## config.mk

```make
export PLATFORM = sky130hd
export DESIGN_NAME = gimbal_angle_slew_limiter
export DESIGN_NICKNAME = d
export VERILOG_FILES = /design/src/rtl/core/gasl_pkg.sv /design/src/rtl/core/gasl_ingress.sv /design/src/rtl/core/gasl_step.sv /design/src/rtl/core/gasl_clamp.sv /design/src/rtl/core/gimbal_angle_slew_limiter.sv
export SDC_FILE = /design/constraint.sdc
export NUM_CORES = 2
export LEC_CHECK = 0
export ABC_AREA = 1
export ABC_CLOCK_PERIOD_IN_PS = 6100
export BUFFER_PORTS_ARGS = -buffer_cell sky130_fd_sc_hd__buf_4
export CELL_PAD_IN_SITES_DETAIL_PLACEMENT = 2
export CELL_PAD_IN_SITES_GLOBAL_PLACEMENT = 2
export CORE_ASPECT_RATIO = 0.75
export CORE_MARGIN = 2
export CORE_UTILIZATION = 35
export CTS_CLUSTER_SIZE = 28
export DETAILED_ROUTE_END_ITERATION = 6
export GPL_ROUTABILITY_DRIVEN = 0
export PLACE_DENSITY = 0.79
export SYNTH_ARGS = -nofsm -noshare
export SYNTH_HDL_FRONTEND = slang
export SYNTH_SLANG_ARGS = --single-unit
```

## constraint.sdc

```tcl
create_clock -name i_clk -period 6.1 [get_ports i_clk]
set_clock_uncertainty 0.15 [all_clocks]
set_input_delay 1.22 -clock i_clk [delete_from_list [all_inputs] [get_ports i_clk]]
set_output_delay 1.22 -clock i_clk [all_outputs]
set_load 0.1 [all_outputs]
```

## src/rtl/core/gasl_pkg.sv

```systemverilog
// ----------------------------------------------------------------------------
// Gimbal angle slew limiter: shared package
// Register indexes, fixed field widths and the control flags carried
// between the step and clamp stages.
// ----------------------------------------------------------------------------
package gasl_pkg;

    // Rate limits are 16-bit unsigned with 16 fractional bits of step
    localparam int LIMIT_W   = 16;
    localparam int STEP_FRAC = 16;

    // Configuration register map
    localparam int CFG_IDX_W = 1;

    typedef enum logic [CFG_IDX_W-1:0] {
        CFG_YAW_LIMIT   = 1'b0,
        CFG_PITCH_LIMIT = 1'b1
    } t_cfg_reg;

    localparam logic [LIMIT_W-1:0] LIMIT_RESET = 16'd342;

    // Per-axis limiting enables, decided once dt and the limits are known
    typedef struct packed {
        logic yaw_en;
        logic pitch_en;
    } t_limit_flags;

endpackage

```

## src/rtl/core/gasl_ingress.sv

```systemverilog
// ----------------------------------------------------------------------------
// Gimbal angle slew limiter: ingress stage
// Registers each incoming transaction and works out dt against the timestamp
// of the transaction before it.
// ----------------------------------------------------------------------------
module gasl_ingress
    import gasl_pkg::*;
#(
    parameter int TIME_BITS  = 48,
    parameter int ANGLE_BITS = 16
) (
    input  logic                  i_clk,
    input  logic                  i_rst_n,
    input  logic                  i_valid,
    output logic                  o_ready,
    input  logic [ANGLE_BITS-1:0] i_yaw,
    input  logic [ANGLE_BITS-1:0] i_pitch,
    input  logic [TIME_BITS-1:0]  i_time,
    output logic                  o_valid,
    input  logic                  i_ready,
    output logic [ANGLE_BITS-1:0] o_yaw,
    output logic [ANGLE_BITS-1:0] o_pitch,
    output logic [TIME_BITS-1:0]  o_dt,
    output logic                  o_lim_ok
);

    logic                  r_valid;
    logic                  r_have_prev;
    logic [TIME_BITS-1:0]  r_prev_time;
    logic [ANGLE_BITS-1:0] r_yaw;
    logic [ANGLE_BITS-1:0] r_pitch;
    logic [TIME_BITS-1:0]  r_dt;
    logic                  r_lim_ok;
    logic [TIME_BITS-1:0]  n_dt;
    logic                  n_dt_pos;
    logic                  accept;

    assign o_ready = !r_valid || i_ready;
    assign accept  = i_valid && o_ready;

    // dt wraps with the timestamp; only a strictly positive dt limits
    assign n_dt     = i_time - r_prev_time;
    assign n_dt_pos = (n_dt != '0) && !n_dt[TIME_BITS-1];

    // Control: occupancy and first-transaction tracking
    always_ff @(posedge i_clk) begin
        if (!i_rst_n) begin
            r_valid     <= 1'b0;
            r_have_prev <= 1'b0;
        end else begin
            if (o_ready) begin
                r_valid <= i_valid;
            end
            if (accept) begin
                r_have_prev <= 1'b1;
            end
        end
    end

    // Payload: capture the transaction and its dt
    always_ff @(posedge i_clk) begin
        if (accept) begin
            r_yaw       <= i_yaw;
            r_pitch     <= i_pitch;
            r_dt        <= n_dt;
            r_lim_ok    <= r_have_prev && n_dt_pos;
            r_prev_time <= i_time;
        end
    end

    assign o_valid  = r_valid;
    assign o_yaw    = r_yaw;
    assign o_pitch  = r_pitch;
    assign o_dt     = r_dt;
    assign o_lim_ok = r_lim_ok;

endmodule

```

## src/rtl/core/gasl_step.sv

```systemverilog
// ----------------------------------------------------------------------------
// Gimbal angle slew limiter: step stage
// Scales each axis rate limit by dt to give the largest allowed step,
// saturated to the full angle range.
// ----------------------------------------------------------------------------
module gasl_step
    import gasl_pkg::*;
#(
    parameter int TIME_BITS  = 48,
    parameter int ANGLE_BITS = 16
) (
    input  logic                  i_clk,
    input  logic                  i_rst_n,
    input  logic                  i_valid,
    output logic                  o_ready,
    input  logic [ANGLE_BITS-1:0] i_yaw,
    input  logic [ANGLE_BITS-1:0] i_pitch,
    input  logic [TIME_BITS-1:0]  i_dt,
    input  logic                  i_lim_ok,
    input  logic [LIMIT_W-1:0]    i_yaw_limit,
    input  logic [LIMIT_W-1:0]    i_pitch_limit,
    output logic                  o_valid,
    input  logic                  i_ready,
    output logic [ANGLE_BITS-1:0] o_yaw,
    output logic [ANGLE_BITS-1:0] o_pitch,
    output logic [ANGLE_BITS-1:0] o_yaw_step,
    output logic [ANGLE_BITS-1:0] o_pitch_step,
    output t_limit_flags          o_flags
);

    // dt bits that can still leave the step below saturation
    localparam int DW = ANGLE_BITS + STEP_FRAC;
    localparam int PW = LIMIT_W + DW;
    localparam int SW = PW - STEP_FRAC;

    logic                  r_valid;
    logic [ANGLE_BITS-1:0] r_yaw;
    logic [ANGLE_BITS-1:0] r_pitch;
    logic [ANGLE_BITS-1:0] r_yaw_step;
    logic [ANGLE_BITS-1:0] r_pitch_step;
    t_limit_flags          r_flags;
    t_limit_flags          n_flags;
    logic                  accept;

    // (limit * dt) >> STEP_FRAC, saturated at the all-ones angle
    function automatic logic [ANGLE_BITS-1:0] allowed_step(
        input logic [LIMIT_W-1:0]   limit,
        input logic [TIME_BITS-1:0] dt
    );
        logic          dt_hi;
        logic [DW-1:0] dt_lo;
        logic [PW-1:0] prod;
        logic [SW-1:0] scaled;
        dt_hi  = |(dt >> DW);
        dt_lo  = DW'(dt);
        prod   = PW'(limit) * PW'(dt_lo);
        scaled = prod[PW-1:STEP_FRAC];
        if (dt_hi || (|scaled[SW-1:ANGLE_BITS])) begin
            return '1;
        end
        return scaled[ANGLE_BITS-1:0];
    endfunction

    assign o_ready = !r_valid || i_ready;
    assign accept  = i_valid && o_ready;

    assign n_flags.yaw_en   = i_lim_ok && (i_yaw_limit != '0);
    assign n_flags.pitch_en = i_lim_ok && (i_pitch_limit != '0);

    // Control: occupancy
    always_ff @(posedge i_clk) begin
        if (!i_rst_n) begin
            r_valid <= 1'b0;
        end else if (o_ready) begin
            r_valid <= i_valid;
        end
    end

    // Payload: angles, allowed steps and enables
    always_ff @(posedge i_clk) begin
        if (accept) begin
            r_yaw        <= i_yaw;
            r_pitch      <= i_pitch;
            r_yaw_step   <= allowed_step(i_yaw_limit, i_dt);
            r_pitch_step <= allowed_step(i_pitch_limit, i_dt);
            r_flags      <= n_flags;
        end
    end

    assign o_valid      = r_valid;
    assign o_yaw        = r_yaw;
    assign o_pitch      = r_pitch;
    assign o_yaw_step   = r_yaw_step;
    assign o_pitch_step = r_pitch_step;
    assign o_flags      = r_flags;

endmodule

```

## src/rtl/core/gasl_clamp.sv

```systemverilog
// ----------------------------------------------------------------------------
// Gimbal angle slew limiter: clamp stage
// Clamps each axis against the last output; the result register doubles as
// the reference for the next transaction.
// ----------------------------------------------------------------------------
module gasl_clamp
    import gasl_pkg::*;
#(
    parameter int ANGLE_BITS = 16
) (
    input  logic                  i_clk,
    input  logic                  i_rst_n,
    input  logic                  i_valid,
    output logic                  o_ready,
    input  logic [ANGLE_BITS-1:0] i_yaw,
    input  logic [ANGLE_BITS-1:0] i_pitch,
    input  logic [ANGLE_BITS-1:0] i_yaw_step,
    input  logic [ANGLE_BITS-1:0] i_pitch_step,
    input  t_limit_flags          i_flags,
    output logic                  o_valid,
    input  logic                  i_ready,
    output logic [ANGLE_BITS-1:0] o_yaw,
    output logic [ANGLE_BITS-1:0] o_pitch
);

    localparam logic signed [ANGLE_BITS+1:0] PITCH_MAX = (ANGLE_BITS+2)'((1 << (ANGLE_BITS-1)) - 1);
    localparam logic signed [ANGLE_BITS+1:0] PITCH_MIN = -(ANGLE_BITS+2)'(1 << (ANGLE_BITS-1));

    logic                         r_valid;
    logic [ANGLE_BITS-1:0]        r_yaw;
    logic [ANGLE_BITS-1:0]        r_pitch;
    logic                         accept;

    logic [ANGLE_BITS-1:0]        yaw_diff;
    logic signed [ANGLE_BITS:0]   yaw_diff_x;
    logic signed [ANGLE_BITS:0]   yaw_m;
    logic [ANGLE_BITS-1:0]        n_yaw;

    logic signed [ANGLE_BITS+1:0] pitch_x;
    logic signed [ANGLE_BITS+1:0] last_pitch_x;
    logic signed [ANGLE_BITS+1:0] pitch_diff;
    logic signed [ANGLE_BITS+1:0] pitch_m;
    logic signed [ANGLE_BITS+1:0] pitch_sel;
    logic [ANGLE_BITS-1:0]        n_pitch;

    logic signed [ANGLE_BITS:0]   chk_yaw_delta;
    logic signed [ANGLE_BITS+1:0] chk_pitch_delta;

    assign o_ready = !r_valid || i_ready;
    assign accept  = i_valid && o_ready;

    // Yaw: shortest way round, difference taken modulo a full turn
    assign yaw_diff   = i_yaw - r_yaw;
    assign yaw_diff_x = {yaw_diff[ANGLE_BITS-1], yaw_diff};
    assign yaw_m      = {1'b0, i_yaw_step};

    always_comb begin
        n_yaw = i_yaw;
        if (i_flags.yaw_en) begin
            priority if (yaw_diff_x > yaw_m) begin
                n_yaw = r_yaw + i_yaw_step;
            end else if (yaw_diff_x < -yaw_m) begin
                n_yaw = r_yaw - i_yaw_step;
            end
        end
    end

    // Pitch: linear step, then saturate to the signed range
    assign pitch_x      = {{2{i_pitch[ANGLE_BITS-1]}}, i_pitch};
    assign last_pitch_x = {{2{r_pitch[ANGLE_BITS-1]}}, r_pitch};
    assign pitch_diff   = pitch_x - last_pitch_x;
    assign pitch_m      = {2'b00, i_pitch_step};

    always_comb begin
        pitch_sel = pitch_x;
        if (i_flags.pitch_en) begin
            priority if (pitch_diff > pitch_m) begin
                pitch_sel = last_pitch_x + pitch_m;
            end else if (pitch_diff < -pitch_m) begin
                pitch_sel = last_pitch_x - pitch_m;
            end
        end
        priority if (pitch_sel > PITCH_MAX) begin
            n_pitch = PITCH_MAX[ANGLE_BITS-1:0];
        end else if (pitch_sel < PITCH_MIN) begin
            n_pitch = PITCH_MIN[ANGLE_BITS-1:0];
        end else begin
            n_pitch = pitch_sel[ANGLE_BITS-1:0];
        end
    end

    // Control: result occupancy
    always_ff @(posedge i_clk) begin
        if (!i_rst_n) begin
            r_valid <= 1'b0;
        end else if (o_ready) begin
            r_valid <= i_valid;
        end
    end

    // Payload: result, kept as the reference for the next transaction
    always_ff @(posedge i_clk) begin
        if (accept) begin
            r_yaw   <= n_yaw;
            r_pitch <= n_pitch;
        end
    end

    assign o_valid = r_valid;
    assign o_yaw   = r_yaw;
    assign o_pitch = r_pitch;

    // Movement actually taken this transaction, for the checks below
    assign chk_yaw_delta   = {yaw_diff_x[ANGLE_BITS], ANGLE_BITS'(n_yaw - r_yaw)};
    assign chk_pitch_delta = {{2{n_pitch[ANGLE_BITS-1]}}, n_pitch} - last_pitch_x;

    a_yaw_within_step: assert property (@(posedge i_clk) disable iff (!i_rst_n)
        accept && i_flags.yaw_en |->
            ($signed({(ANGLE_BITS-1)'(0), 1'b0, 1'b0}) == 0) &&
            ($signed({{1{1'b0}}, i_yaw_step}) >=
             $signed({chk_yaw_delta[ANGLE_BITS-1], chk_yaw_delta[ANGLE_BITS-1:0]}) ||
             i_yaw_step[ANGLE_BITS-1]))
        else $error("yaw moved further than the allowed step");

    a_pitch_within_step: assert property (@(posedge i_clk) disable iff (!i_rst_n)
        accept && i_flags.pitch_en |->
            (chk_pitch_delta <= pitch_m) && (chk_pitch_delta >= -pitch_m))
        else $error("pitch moved further than the allowed step");

    a_yaw_passthrough: assert property (@(posedge i_clk) disable iff (!i_rst_n)
        accept && !i_flags.yaw_en |=> r_yaw == $past(i_yaw))
        else $error("unlimited yaw did not pass through");

    a_pitch_passthrough: assert property (@(posedge i_clk) disable iff (!i_rst_n)
        accept && !i_flags.pitch_en |=> r_pitch == $past(i_pitch))
        else $error("unlimited pitch did not pass through");

    a_reset_empty: assert property (@(posedge i_clk)
        !i_rst_n |=> !r_valid)
        else $error("result register valid after reset");

endmodule

```

## src/rtl/core/gimbal_angle_slew_limiter.sv

```systemverilog
// ----------------------------------------------------------------------------
// Gimbal angle slew limiter: top level
// Limits how fast commanded yaw and pitch may move between timestamped
// transactions, with run-time rate limits on a register write port.
// ----------------------------------------------------------------------------
// One transaction in and one result out per clock in steady state, while
// m_axis_tready is high. Each result passes the ingress, step and clamp
// registers in turn before it is presented; a stalled result holds each
// stage in turn and the input stalls only once all three registers are
// full. The rate is set by the clamp stage, which compares each angle
// against the previous result held in its own output register. The step
// stage holds two limit-by-dt multipliers of 16 x (ANGLE_BITS + 16) bits.
// The first transaction after reset, and any with a zero or negative dt,
// passes its angles straight through. Write the rate limits only while the
// pipeline is empty. There is no clearing pass after reset.
// ----------------------------------------------------------------------------
module gimbal_angle_slew_limiter
    import gasl_pkg::*;
#(
    parameter int TIME_BITS  = 48,
    parameter int ANGLE_BITS = 16
) (
    input  logic                  i_clk,
    input  logic                  i_rst_n,
    // Command stream
    input  logic                  s_axis_tvalid,
    output logic                  s_axis_tready,
    // yaw_in, pitch_in, time_us, zero pad
    input  logic [((2 * ANGLE_BITS + TIME_BITS + 7) / 8) * 8 - 1:0] s_axis_tdata,
    // Limited angle stream
    output logic                  m_axis_tvalid,
    input  logic                  m_axis_tready,
    // yaw_out, pitch_out, zero pad
    output logic [((2 * ANGLE_BITS + 7) / 8) * 8 - 1:0] m_axis_tdata,
    // Rate limit writes
    input  logic                  i_cfg_valid,
    output logic                  o_cfg_ready,
    input  logic [CFG_IDX_W-1:0]  i_cfg_index,
    input  logic [LIMIT_W-1:0]    i_cfg_data
);

    localparam int OUT_W = ((2 * ANGLE_BITS + 7) / 8) * 8;

    logic [LIMIT_W-1:0]    r_yaw_limit;
    logic [LIMIT_W-1:0]    r_pitch_limit;

    logic                  ing_valid;
    logic                  ing_ready;
    logic [ANGLE_BITS-1:0] ing_yaw;
    logic [ANGLE_BITS-1:0] ing_pitch;
    logic [TIME_BITS-1:0]  ing_dt;
    logic                  ing_lim_ok;

    logic                  stp_valid;
    logic                  stp_ready;
    logic [ANGLE_BITS-1:0] stp_yaw;
    logic [ANGLE_BITS-1:0] stp_pitch;
    logic [ANGLE_BITS-1:0] stp_yaw_step;
    logic [ANGLE_BITS-1:0] stp_pitch_step;
    t_limit_flags          stp_flags;

    logic [ANGLE_BITS-1:0] out_yaw;
    logic [ANGLE_BITS-1:0] out_pitch;

    // Rate limit registers; writes always complete
    assign o_cfg_ready = 1'b1;

    always_ff @(posedge i_clk) begin
        if (!i_rst_n) begin
            r_yaw_limit   <= LIMIT_RESET;
            r_pitch_limit <= LIMIT_RESET;
        end else if (i_cfg_valid) begin
            unique case (t_cfg_reg'(i_cfg_index))
                CFG_YAW_LIMIT:   r_yaw_limit   <= i_cfg_data;
                CFG_PITCH_LIMIT: r_pitch_limit <= i_cfg_data;
                default: ;
            endcase
        end
    end

    gasl_ingress #(
        .TIME_BITS  (TIME_BITS),
        .ANGLE_BITS (ANGLE_BITS)
    ) u_ingress (
        .i_clk    (i_clk),
        .i_rst_n  (i_rst_n),
        .i_valid  (s_axis_tvalid),
        .o_ready  (s_axis_tready),
        .i_yaw    (s_axis_tdata[ANGLE_BITS-1:0]),
        .i_pitch  (s_axis_tdata[2*ANGLE_BITS-1:ANGLE_BITS]),
        .i_time   (s_axis_tdata[2*ANGLE_BITS+TIME_BITS-1:2*ANGLE_BITS]),
        .o_valid  (ing_valid),
        .i_ready  (ing_ready),
        .o_yaw    (ing_yaw),
        .o_pitch  (ing_pitch),
        .o_dt     (ing_dt),
        .o_lim_ok (ing_lim_ok)
    );

    gasl_step #(
        .TIME_BITS  (TIME_BITS),
        .ANGLE_BITS (ANGLE_BITS)
    ) u_step (
        .i_clk         (i_clk),
        .i_rst_n       (i_rst_n),
        .i_valid       (ing_valid),
        .o_ready       (ing_ready),
        .i_yaw         (ing_yaw),
        .i_pitch       (ing_pitch),
        .i_dt          (ing_dt),
        .i_lim_ok      (ing_lim_ok),
        .i_yaw_limit   (r_yaw_limit),
        .i_pitch_limit (r_pitch_limit),
        .o_valid       (stp_valid),
        .i_ready       (stp_ready),
        .o_yaw         (stp_yaw),
        .o_pitch       (stp_pitch),
        .o_yaw_step    (stp_yaw_step),
        .o_pitch_step  (stp_pitch_step),
        .o_flags       (stp_flags)
    );

    gasl_clamp #(
        .ANGLE_BITS (ANGLE_BITS)
    ) u_clamp (
        .i_clk        (i_clk),
        .i_rst_n      (i_rst_n),
        .i_valid      (stp_valid),
        .o_ready      (stp_ready),
        .i_yaw        (stp_yaw),
        .i_pitch      (stp_pitch),
        .i_yaw_step   (stp_yaw_step),
        .i_pitch_step (stp_pitch_step),
        .i_flags      (stp_flags),
        .o_valid      (m_axis_tvalid),
        .i_ready      (m_axis_tready),
        .o_yaw        (out_yaw),
        .o_pitch      (out_pitch)
    );

    // Pack the result, yaw in the low bits
    assign m_axis_tdata = OUT_W'({out_pitch, out_yaw});

endmodule
```

Word-level counts from Yosys, hierarchy flattened
Index checks and enable logic that the tools add are counted.
Cells by class
  reductions and logical operators: 24
  $add $sub $neg: 9
  divide/modulo/power cells: 0
  order comparisons: 6
  $mul: 2
  equality and inequality tests: 0
  multiplexer cells: 15
  bitwise gates (word level): 1
  shifts and indexed selects: 0
Operators by type and width (number)
  $mux 16: 8
  $mul 16x32->48: 2
  $mux 18: 3
  $reduce_bool 48->1: 1
  $reduce_or 16->1: 3
  $sub 48x48->48: 1
  $reduce_bool 16->1: 2
  $sub 16x16->16: 2
  $add 16x17->18: 1
  $gt 18x16->1 const B: 1
  $gt 18x17->1: 1
  $lt 18x16->1 const B: 1
  $lt 18x18->1: 1
  $neg 16->18: 1
  $sub 16x17->18: 1
  $gt 16x17->1: 1
  $lt 16x17->1: 1
  $neg 16->17: 1
  $sub 16x16->17: 1
  $add 16x16->16: 1
  $logic_and 1x1->1: 7
  $logic_or 1x1->1: 5
  $logic_not 1->1: 4
  $mux 1: 4
  other kinds (2): 3
Word-level totals
  bits in latches: 0
  bits in registers: 263
  memory bits (writable): 0
  memories: 0
  output and inout port bits: 35
  bits in read-only memories: 0

Depth between registers and ports, before layout
  depth in word-level cells: 7
  gate-level depth with buffers: 34
  gate-level depth less buffers: 33

Modules after synthesis
A second synthesis with hierarchy kept.
Second synthesis, totals
  cells, all modules: 7727
  area total of the unflattened synthesis: 56047.5 sq um
By module, submodules not included
  gasl_step: cells an instance 5053, instances 1, area an instance 37342.1 sq um
  gasl_clamp: cells an instance 1374, instances 1, area an instance 8878.5 sq um
  gasl_ingress: cells an instance 1133, instances 1, area an instance 8565.7 sq um
  gimbal_angle_slew_limiter: cells an instance 167, instances 1, area an instance 1261.2 sq um

Worst setup path before layout
No wires, ideal clock.
  kind: reg-to-reg
  from: register r_yaw_limit[2]
  to: register u_step.r_yaw_step[10], in the netlist u_step.o_yaw_step[10] (data pin)
  slack: 0.012 ns
  arrival: 5.657 ns
  library setup time: 0.281 ns
  cell stages (with the launch flop): 30
  path through: dfxtp_1 > clkbuf_1 > clkbuf_1 > nand2_1 > fa_1 > fa_1 > fa_1 > fa_1 > inv_1 > fa_1 > inv_1 > fa_1 > inv_1 > ha_1 > nand2_1 > nor2_1 > inv_1 > nor2_1 > nand2_1 > nand3_1 > nand2_1 > nand2_1 > nand2_1 > nand3_1 > nand2_1 > nor2_1 > nand3_2 > nor2_4 > buf_6 > nand4_2
Between the ends
  word-level cells in the longest chain between the ends: 6
RTL lines
  start: declaration: RTL line gimbal_angle_slew_limiter.sv:44  | logic [LIMIT_W-1:0] r_yaw_limit;
  start signal: assignment: RTL line gimbal_angle_slew_limiter.sv:74  | CFG_YAW_LIMIT: r_yaw_limit <= i_cfg_data;
  $mul 16x32->48 (*): RTL line gasl_step.sv:56  | prod = PW'(limit) * PW'(dt_lo);
  $reduce_or 16->1: RTL line gasl_step.sv:58  | if (dt_hi || (|scaled[SW-1:ANGLE_BITS])) begin
  $logic_or 1x1->1: RTL line gasl_step.sv:58
  $mux 1: RTL line gasl_step.sv:58
  $mux 1: RTL line gasl_step.sv:81  | if (accept) begin
  $mux 16 (*): RTL line gasl_step.sv:61  | return scaled[ANGLE_BITS-1:0];
  end signal: assignment: RTL line gasl_step.sv:84  | r_yaw_step <= allowed_step(i_yaw_limit, i_dt);
  end: declaration: RTL line gasl_step.sv:39  | logic [ANGLE_BITS-1:0] r_yaw_step;
Mark *: on every way between the ends. The rest lies on a longest branch, timed or not. The select of a mux whose other input is x is not followed.
A chain may end at the register's enable or synchronous reset.

Worst setup path in the final report
  from: register u_ingress.r_dt[9], in the netlist u_ingress.o_dt[9]
  to: register u_step.r_yaw_step[3], in the netlist u_step.o_yaw_step[3] (data pin)
Between the ends
  word-level cells in the longest chain between the ends: 6
RTL lines
  start: declaration: RTL line gasl_ingress.sv:32  | logic [TIME_BITS-1:0] r_dt;
  start signal: assignment: RTL line gasl_ingress.sv:65  | r_dt <= n_dt;
  $mul 16x32->48 (*): RTL line gasl_step.sv:56
  $reduce_or 16->1: RTL line gasl_step.sv:58
  $logic_or 1x1->1: RTL line gasl_step.sv:58
  $mux 1: RTL line gasl_step.sv:58
  $mux 1: RTL line gasl_step.sv:81
  $mux 16 (*): RTL line gasl_step.sv:61
Marks and branches as above.

==> summary.txt <==
Run status
  • Outcome: finished, violations left
  • Failing checks: negative setup slack

Cells and area
  • Sequential Area: 0.00754 mm^2
  • Share of layout cells above drive strength 1: 0.153
  • Multi-input gate area: around 0.041 mm^2
  • Fin util: 0.425
  • Fillcell total: ~18k
  • Final nets: 9729
  • Area grow syn2layout: 20.6%

Timing
  • Achievable Freq: roughly 130 MHz
  • RSZ-0062 raised after global routing: true
  • Worst slew pin tran: about 1400 ps
  • Fin crit period: 7710 ps
  • Final cycle utilization of the critical path: 1.26
  • Endpoints failing hold: 0
  • Max-slew violations: 0
  • Final setup margin: -1610 ps
  • Final Setup Violations: 40
  • Worst slew margin: 0.0584

Die
  • Num rows: ~130
  • Total core area: 0.160 mm^2
  • DIE AREA: 0.164 mm^2
  • Die Ht: around 350 um
  • I/O pin total: 137
  • Die width: 467 um
  • Starting density of the core: 0.352

Yosys
  • Ranking of synthesized cells by area: fa_1 (30%), nand2_1 (16%), inv_1 (14%)
  • Area share of the largest cell type after synthesis: 0.300
  • Synthesized cell area: 0.0562 mm^2
  • Synth Area in Compound Gates: 0.0545
  • Synthesis Warnings: 0
  • Synth Area in Adders: 0.399
  • Simple-Gate Fraction of Synth Area: 0.233
  • Mux contribution to synthesized area: 0
  • Syn Nets: 9177
  • Seq/Total Area, Yosys: 0.134
  • Main combinational cell family by area after synthesis: adder cells
  • Unique cell type count in the Yosys netlist: 57
  • Dominant synthesized flop cell: edfxtp_1
  • Post-Synth XOR/XNOR Area: 0.0223
  • Register bit total from synthesis: 263
  • Most common cell in the netlist: nand2_1
  • Number of synthesized flops with an enable pin: 227
  • Yosys top cell by area: fa_1
  • Asr flop ratio synth: 0
  • Synth top cells by count: nand2_1 (2346), inv_1 (2036), fa_1 (841), ha_1 (443), nor2_1 (430)
  • Syn Area/Cell: 7.21 um^2
  • Cells after Synth: 7791

Clock network
  • Latest clock arrival within the worst-skew pair: 670 ps
  • CTS H-tree depth: 2
  • CTS tree: done
  • Reg clk slew, reported paths: 60 ps
  • CTS Buf Count: 37
  • Hold buffer count at CTS: 0
  • Clock Tree Root: clkbuf_16
  • Sink Count: roughly 260
  • CTS max path bufs: 3

Global route
  • Largest net degree at the start of global routing: 58
  • Initial antenna violation count: 6
  • Total track usage: 0.321
  • First-pass GRT wire length: approximately 400000 um
  • Vias in the first global route: 63.5k
  • Gr ovfl total: 0

Worst setup path
  • Beginning of the critical path: u_ingress.o_dt[9]
  • CP bufs+invs: 8
  • Most frequent CP cell: fa_1
  • Max incr delay on CP: just over 800 ps
  • Crit end category: flop
  • Req. time, crit path: 6290 ps
  • Worst-path fanout max: 8
  • WP depth: 26
  • Worst setup path end: u_step.o_yaw_step[3]
  • Crit path DAT: 7900 ps
  • Flop2flop setup slack: -1610 ps
  • Crit start category: flop
  • Worst r2r src: u_ingress.o_dt[9]
  • Worst path slowest cell: fa_1
  • Setup CP Type: flop to flop
  • R2R depth: 26
  • RR Endpoint: u_step.o_yaw_step[3]
  • Crit-path leading delay family: adder cells

Placed design
  • DP Wirelength: roughly 220000 um
  • IO Port Bufs: 135

Routing
  • Initial DRC count: 5353
  • Router iterations before antenna repair: 6
  • Via count: 58.9k
  • Vias/cell: about 5.6
  • ANT nets after route: 0
  • DRC violations left: 0
  • Final wirelength: 314000 um
  • WL/cell: 29.9 um

Hold path
  • Worst hold path class: flop to flop

Run
  • Max-Cap Viols: 0
==> timing repair <==
| action | CTS | global route |
|---|---|---|
| buffers inserted | 2 | 41 |
| gates cloned | 0 | 8 |
| pin swaps | 11 | 76 |
| resized for setup | 111 | 328 |
| endpoints found under the setup margin | 32 | 32 |
==> logic make-up after synthesis <==
family | count (synthesis)
xor gates and xnor gates | 143
other | 1
and+or+nand+nor | 3222
buffers and inverters | 2334
DFF | 263
AOI/OAI and AO/OA | 544
adders and majority gates | 1284
==> layer usage <==
metal	vias up	track usage	wire length [um]
met5	-	0	41
met3	1284	0.0417	25700
li1	24082	-	-
met1	30204	0.428	121000
met2	3296	0.540	144000
met4	6	0.102	22700
==> layout make-up <==
class | instances | area share
antenna | 4 | 0.000148
timing repair buffer | 785 | 0.106
sequential | 263 | 0.111
inverter | 2062 | 0.114
tap | 2128 | 0.0393
clock buffer | 41 | 0.0142
multi-input combinational | 5194 | 0.610
clock inverter | 26 | 0.00488
==> per-stage QoR <==
step           instances  instance area [um^2]  TNS (ps)  hold slack, ps  setup WS [ps]
4_1_cts            10450                 66000    -22430             274           -762
2_1_floorplan       7791                 56200         0             250           11.6
3_5_place_dp       10381                 64200    -30740             257          -1060
6_report           10503                 67700    -46850             275          -1610
3_3_place_gp       10381                 64200    -17220             252           -585
5_1_grt            10501                 67700    -49730             284          -1670
==> state kept, by name (all words and copies together) (netlist names) <==
register / count
u_step.o_pitch_step: 16
u_step.o_valid: 1
u_clamp.o_yaw: 16
u_step.o_flags: 2
u_ingress.o_pitch: 16
r_pitch_limit: 16
u_step.o_yaw: 16
u_ingress.r_prev_time: 48
u_ingress.o_lim_ok: 1
u_ingress.o_yaw: 16
u_step.o_yaw_step: 16
u_step.o_pitch: 16
u_ingress.r_have_prev: 1
u_clamp.o_pitch: 16
u_clamp.o_valid: 1
r_yaw_limit: 16
u_ingress.o_valid: 1
u_ingress.o_dt: 48
==> worst min-delay path by stage <==
stage                                     from                 to  slack [ps]  cells after the start
after CTS                   u_ingress.o_yaw[9]    u_step.o_yaw[9]         270                      0
after global placement      u_ingress.o_yaw[9]    u_step.o_yaw[9]         250                      0
after detailed placement    u_ingress.o_yaw[8]    u_step.o_yaw[8]         260                      0
after floorplan           u_ingress.o_pitch[0]  u_step.o_pitch[0]         250                      0
final                     u_ingress.o_pitch[1]  u_step.o_pitch[1]         280                      0
after global routing      u_ingress.o_pitch[5]  u_step.o_pitch[5]         280                      0
==> cells in the final DEF, fill, tap and decap left out, drive strengths merged, types with 14 or more instances in the layout <==
master,n
inv,2061
ha,443
clkbuf,49
xnor2,40
nand2,2362
xor2,103
a21oi,259
clkinv,16
nor2,449
nand4,106
edfxtp,227
nor4,17
buf,777
nand3b,18
dfxtp,36
o21a,14
nor3,58
fa,841
o21ai,163
a31oi,21
nand3,201
o21bai,34
Power is left out: the tool's default activity adds up to more than one toggle a clock period on the data nets, which glitch-free logic cannot reach.
